### src/rtl/tbe_pkg.sv
// ----------------------------------------------------------------------------
// tbe_pkg
// Shared types and constants of the three-body forward Euler stepper.
// ----------------------------------------------------------------------------
package tbe_pkg;

  localparam int unsigned WORD_BITS_DEF  = 48;
  localparam int unsigned FRAC_BITS_DEF  = 40;
  localparam int unsigned COUNT_BITS_DEF = 32;

  // Fixed widths of the ports.
  localparam int unsigned FIELD_BITS    = 48;
  localparam int unsigned STEP_BITS     = 47;
  localparam int unsigned CNT_REG_BITS  = 32;
  localparam int unsigned CFG_IDX_BITS  = 2;
  localparam int unsigned CFG_DATA_BITS = 47;

  // Mass ratio in parts per million, rounded to nearest when scaled.
  localparam longint unsigned ALPHA_PPM  = 12299;
  localparam longint unsigned ALPHA_HALF = 500000;
  localparam longint unsigned ALPHA_DEN  = 1000000;

  localparam logic [CFG_IDX_BITS-1:0] CFG_STEP_SIZE       = 2'd0;
  localparam logic [CFG_IDX_BITS-1:0] CFG_SAMPLE_INTERVAL = 2'd1;
  localparam logic [CFG_IDX_BITS-1:0] CFG_SAMPLE_COUNT    = 2'd2;
  // Index with no register behind it; writes to it are dropped.
  localparam logic [CFG_IDX_BITS-1:0] CFG_UNMAPPED        = 2'd3;

  localparam logic KIND_LOAD = 1'b0;

  typedef enum logic [1:0] {
    OP_MUL,
    OP_DIV,
    OP_SQRT
  } alu_op_e;

  typedef struct packed {
    logic    start;
    alu_op_e op;
    logic    a_neg;
    logic    b_neg;
  } alu_ctl_t;

  typedef enum logic [4:0] {
    ST_IDLE,
    ST_PREP,
    ST_YY,
    ST_U1SQ,
    ST_S1,
    ST_SQ1,
    ST_D1,
    ST_U2SQ,
    ST_S2,
    ST_SQ2,
    ST_D2,
    ST_DV1,
    ST_MK1,
    ST_DV2,
    ST_MN2,
    ST_DV3,
    ST_MK3,
    ST_DV4,
    ST_MN4,
    ST_PX,
    ST_PY,
    ST_VX,
    ST_VY,
    ST_EMIT
  } state_e;

endpackage

### src/rtl/tbe_alu.sv
// ----------------------------------------------------------------------------
// tbe_alu
// Shared bit-serial unit: saturating fixed-point multiply, divide and
// integer square root, one bit (or one root digit) per cycle.
// ----------------------------------------------------------------------------
module tbe_alu import tbe_pkg::*; #(
  parameter int unsigned W  = WORD_BITS_DEF,
  parameter int unsigned F  = FRAC_BITS_DEF,
  parameter int unsigned BW = 48,
  parameter int unsigned RW = 44
) (
  input  logic                clk_i,
  input  logic                rst_ni,
  input  alu_ctl_t            ctl_i,
  input  logic [W-1:0]        a_mag_i,
  input  logic [BW-1:0]       b_mag_i,
  output logic                done_o,
  output logic signed [W-1:0] res_o,
  output logic [RW-1:0]       root_o,
  output logic                sing_o
);

  localparam int unsigned PW = W + BW;
  localparam int unsigned NW = W + F;
  localparam int unsigned VW = 2 * RW;
  localparam int unsigned XW = ((PW - F) > NW) ? (PW - F) : NW;
  localparam int unsigned CW = $clog2(NW + 1);
  localparam logic [XW-1:0] HALF = XW'(1) << (W - 1);
  localparam logic [XW-1:0] XMAX = HALF - XW'(1);
  localparam logic signed [W-1:0] WMAX = {1'b0, {(W-1){1'b1}}};
  localparam logic signed [W-1:0] WMIN = {1'b1, {(W-1){1'b0}}};

  function automatic logic signed [W-1:0] pack(input logic neg, input logic [XW-1:0] mag);
    logic signed [W-1:0] r;
    if (!neg) begin
      r = (mag > XMAX) ? WMAX : W'(mag);
    end else if (mag >= HALF) begin
      r = WMIN;
    end else begin
      r = -W'(mag);
    end
    return r;
  endfunction

  alu_op_e       op_q;
  logic          neg_q;
  logic          busy_q, done_q, spec_q;
  logic [CW-1:0] cnt_q;
  logic [PW-1:0] m_acc_q, m_a_q;
  logic [BW-1:0] m_b_q;
  logic [W-1:0]  d_rem_q, d_den_q;
  logic [NW-1:0] d_num_q;
  logic [RW+1:0] s_rem_q;
  logic [RW-1:0] s_root_q;
  logic [VW-1:0] s_v_q;

  logic [W:0]    d_rem2;
  logic          d_ge;
  logic [RW+3:0] s_rem2, s_trial;
  logic          s_ge;

  always_comb begin
    d_rem2  = {d_rem_q, d_num_q[NW-1]};
    d_ge    = d_rem2 >= {1'b0, d_den_q};
    s_rem2  = {s_rem_q, s_v_q[VW-1 -: 2]};
    s_trial = (RW+4)'({s_root_q, 2'b01});
    s_ge    = s_rem2 >= s_trial;
  end

  always_ff @(posedge clk_i or negedge rst_ni) begin
    if (!rst_ni) begin
      busy_q <= 1'b0;
      done_q <= 1'b0;
      cnt_q  <= '0;
    end else begin
      done_q <= busy_q && !ctl_i.start && cnt_q == CW'(1);
      if (ctl_i.start) begin
        busy_q <= 1'b1;
        case (ctl_i.op)
          OP_MUL:  cnt_q <= CW'(BW);
          OP_DIV:  cnt_q <= (ctl_i.b_neg || b_mag_i[W-1:0] == '0) ? CW'(1) : CW'(NW);
          OP_SQRT: cnt_q <= CW'(RW);
          default: cnt_q <= CW'(1);
        endcase
      end else if (busy_q) begin
        cnt_q <= cnt_q - CW'(1);
        if (cnt_q == CW'(1)) begin
          busy_q <= 1'b0;
        end
      end
    end
  end

  always_ff @(posedge clk_i) begin
    if (ctl_i.start) begin
      op_q     <= ctl_i.op;
      neg_q    <= ctl_i.a_neg ^ (ctl_i.op == OP_MUL ? ctl_i.b_neg : 1'b0);
      spec_q   <= ctl_i.op == OP_DIV && (ctl_i.b_neg || b_mag_i[W-1:0] == '0);
      m_acc_q  <= '0;
      m_a_q    <= PW'(a_mag_i);
      m_b_q    <= b_mag_i;
      d_rem_q  <= '0;
      d_den_q  <= b_mag_i[W-1:0];
      d_num_q  <= NW'(a_mag_i) << F;
      s_rem_q  <= '0;
      s_root_q <= '0;
      s_v_q    <= VW'(NW'(a_mag_i) << F);
    end else if (busy_q) begin
      case (op_q)
        OP_MUL: begin
          if (m_b_q[0]) m_acc_q <= m_acc_q + m_a_q;
          m_a_q <= m_a_q << 1;
          m_b_q <= m_b_q >> 1;
        end
        OP_DIV: begin
          // A zero or negative divisor keeps the numerator for the sign test.
          if (!spec_q) begin
            d_rem_q <= d_ge ? W'(d_rem2 - {1'b0, d_den_q}) : d_rem2[W-1:0];
            d_num_q <= {d_num_q[NW-2:0], d_ge};
          end
        end
        OP_SQRT: begin
          s_rem_q  <= s_ge ? (RW+2)'(s_rem2 - s_trial) : s_rem2[RW+1:0];
          s_root_q <= {s_root_q[RW-2:0], s_ge};
          s_v_q    <= s_v_q << 2;
        end
        default: ;
      endcase
    end
  end

  always_comb begin
    done_o = done_q;
    root_o = s_root_q;
    sing_o = spec_q;
    case (op_q)
      OP_MUL:  res_o = pack(neg_q, XW'(m_acc_q[PW-1:F]));
      OP_DIV:  begin
        if (spec_q) begin
          res_o = (d_num_q == '0) ? '0 : (neg_q ? WMIN : WMAX);
        end else begin
          res_o = pack(neg_q, XW'(d_num_q));
        end
      end
      default: res_o = '0;
    endcase
  end

endmodule

### config.mk
export PLATFORM = sky130hd
export DESIGN_NAME = tbe_alu
export DESIGN_NICKNAME = d
export VERILOG_FILES = /design/src/rtl/tbe_pkg.sv /design/src/rtl/tbe_alu.sv
export SDC_FILE = /design/constraint.sdc
export NUM_CORES = 2
export LEC_CHECK = 0
export BUFFER_PORTS_ARGS = -buffer_cell sky130_fd_sc_hd__buf_2
export CAP_MARGIN = 20
export CORE_AREA = 2 2 278 280
export CTS_BUF_LIST = sky130_fd_sc_hd__clkbuf_16
export DETAILED_ROUTE_END_ITERATION = 12
export DIE_AREA = 0 0 280 282
export GPL_ROUTABILITY_DRIVEN = 0
export HOLD_SLACK_MARGIN = 0.06
export PLACE_DENSITY = 0.79
export SYNTH_ARGS = -nofsm -noshare
export SYNTH_HDL_FRONTEND = slang
export SYNTH_SLANG_ARGS = --single-unit
### constraint.sdc
create_clock -name clk_i -period 4.1 [get_ports clk_i]
set_input_delay 0 -clock clk_i [delete_from_list [all_inputs] [get_ports clk_i]]
set_output_delay 0 -clock clk_i [all_outputs]
set_load 0.005 [all_outputs]
==> summary.md <==
| Metric | Value |
|---|---|
| Die ar. | 79000 um^2 |
| Area grow syn2layout | 15.1% |
| First-pass GRT wire length | 176000 um |
| Vias in the first global route | 33.0k |
| Drt via density | 6.17 |
| CP arrival | 4.27 ns |
| Crit. End Element | output pin |
| Synth top cells by count | nand2_1, a21oi_1, o21ai_0, dfxtp_1, nor2_1 |
| Cells after synthesis | 4641 |
| Slowest cell delay on critical path | 0.51 ns |
| Worst-path fanout max | 4 |
| Setup TNS | -0.432 ns |
| I/O pins | slightly below 200 |
| DRT iter0 DRCs | between 3k and 4k |
| Seq/Total Area, Yosys | a little under two fifths |
| Fin util | 56.2% |
| WS Path Type | flip-flop to output pin |
| Vias post-DR | 36.1k |
| Largest net degree at the start of global routing | 215 |
| CP max-delay cell | or4b_4 |
| Hold Path Class | primary input to flip-flop |
| CTS buffer count | 66 |
| Root Buffer | clkbuf_16 |
| Most common cell in the synthesized netlist | nand2_1 |
| YS warnings | 0 |
| Diodes inserted | 0 |
| Top-area cell type share of the netlist area | between 10% and 20% |
| Pre-CTS setup slack | 0.189 ns |
| FFs w/ async S/R, synth | 1.57% |
| Hold Vio Cnt, Final | 0 |
| Max cap viols | 0 |
| Area leader, netlist | edfxtp_1 |
| Crit start category | flip-flop |
| Slew HR | 28.5% |
| Share of layout cells above drive strength 1 | 11.1% |
| Initial core utilization | about half |
| Post-detail-place hpwl | 77900 um |
| Leakage power figure | 17.3 nW |
| Clk sink count | around 580 |
| Skew final | ~0.046 ns |
| Register bit total from synthesis | 575 |
| Drt drc | 0 |
| Final non-filler cell total | 5851 |
| Synthesized Nets | 4939 |
| CTS tree | done |
| Drt total wl | approximately 110000 um |
| Final net count | between 5k and 6k |
| Power per cell area | roughly 430 nW/um^2 |
| Clk_lat worst skew | about 0.64 ns |
| Wire per inst | 19.2 um |
| Syn avg cell area | around 8 um^2 |
| ANT nets after route | 0 |
| GRT Total Usage | about 27% |
| Port Buf Inserts | just under 200 |
| Tcrit/Tclk final | 104% |
| Die Ht | 282 um |
| Status | complete, but fails checks |
| FP Rows | 101 |
| Die Span X | 280 um |
| EDFF count, synth | 244 |
| Max Buffers Root-to-Sink | 3 |
| Worst-path clk slew | 0.06 ns |
| Failing checks | setup timing |
| Synth top area cells | edfxtp_1, dfxtp_1, nand2_1 |
| Core area | 75700 um^2 |
| Synth unique cells | 80 |
| Drt first pass iters | 7 |
| Main synth FF type | dfxtp_1 |
| Cells along the critical path | or3_4, or4b_4, or3_4, or4_4, or2_4, buf_4, or3b_2, o21ai_0, a221oi_2, o22ai_1, buf_2 |
| Peak supply drop | approximately 0.33 mV |
| Netlist Area Pre-Place | around 37000 um^2 |
| Htree depth | 3 |
| RSZ-0062 raised after global routing | true |
| # setup viols final | 3 |
| Most frequent cell on the critical path | or3_4 |
| Req. time, crit path | 4.10 ns |
| Remaining Overflow, GRT | 0 |
| Max Freq | 234 MHz |
| Initial antenna violation count | 3 |
| Final worst setup slack | -0.169 ns |
| Dpl cells | approximately 5.6k |
| Slew Limit Fails | 0 |
| Final min period | ~4.3 ns |
| Slew of the pin with the lowest slew margin | between 1 and 1.5 ns |
worst paths after layout:
| check | from | end | slack (ns) | depth (start not counted) |
|---|---|---|---|---|
| max | m_acc_q[40] | res_o[39] | -0.17 | 11 |
| min | b_mag_i[37] | d_den_q[37] | 0.13 | 2 |
| max reg2reg | m_acc_q[42] | m_acc_q[78] | 0.17 | 11 |
| min reg2reg | root_o[16] | root_o[17] | 0.45 | 2 |
| max in group asynchronous | rst_ni | done_o | 3.37 | 3 |
| min in group asynchronous | rst_ni | cnt_q[4] | 0.40 | 3 |
flip-flops by register name (all words and copies together) (netlist names), 2 cells and up:
signal   cells
cnt_q        7
op_q         2
d_rem_q     48
m_b_q       48
s_rem_q     46
d_den_q     48
root_o      44
m_acc_q     96
s_v_q       48
m_a_q       96
d_num_q     88
logic make-up after synthesis:
group                      synth area share, %
buffers and inverters                     5.43
adders and majority gates                 6.64
AOI/OAI and AO/OA                         24.4
xor gates and xnor gates                  3.48
DFF                                       37.9
muxes                                     2.01
and+or+nand+nor                           20.1
report_power, final:
group | switching (mW) | internal, mW
sequential | 0.251 | 6.42
clock | 2.63 | 3.46
combinational | 3.26 | 2.11
area by class of cell:
class	instances	area (um^2)
clock inverters	52	533
inverters	243	912
multi-input cells	3534	21200
clock buffers	68	1700
fillers	6662	33100
well taps	978	1220
repair buffers	401	2930
flip-flops and latches	575	14000
layer usage:
metal	global-route usage [%]	vias up	wire length (um)
li1	-	17100	-
met1	37.3	16900	47500
met2	42.4	1838	49000
met3	5.93	314	11300
met4	10.4	4	4380
met5	0	-	32
placed cells by master, fill, tap and decap left out, drive strengths merged, types with 35 or more instances in the layout:
cell,n
a211oi,99
a21o,84
a21oi,549
buf,295
clkbuf,70
dfxtp,322
dlygate4sd3,104
edfxtp,244
ha,193
inv,259
mux2,50
nand2,787
nand3,52
nand4,85
nor2,310
nor2b,35
nor3,118
nor4,50
o21a,42
o21ai,361
o21bai,56
o22ai,48
or3,50
xnor2,89
xor2,58
critical path, delay by kind of cell, from the launching register on:
family,cells,cell delay [ns]
AND/OR/NAND/NOR,6,2.45
buffers and inverters,2,0.28
flip-flops,1,0.32
AO/OA/AOI/OAI,3,0.60
metrics by stage:
stage	instance area, um^2	hold WS (ns)	power (mW)
after global placement	38800	-0.131	11.6
after CTS	42200	0.0927	18.0
after detailed placement	38800	-0.131	11.7
after global routing	42600	0.119	19.0
final	42600	0.127	18.1
after floorplan	37000	-0.296	10.4
repair_timing:
action,in CTS,in global routing
setup endpoints to repair,46,53
endpoints found under the hold margin,302,0
hold buffers,104,0
setup buffers,13,5
pin swaps,15,15
gates cloned,0,5
resized for setup,20,42
Power figures use the tool's default switching activity.
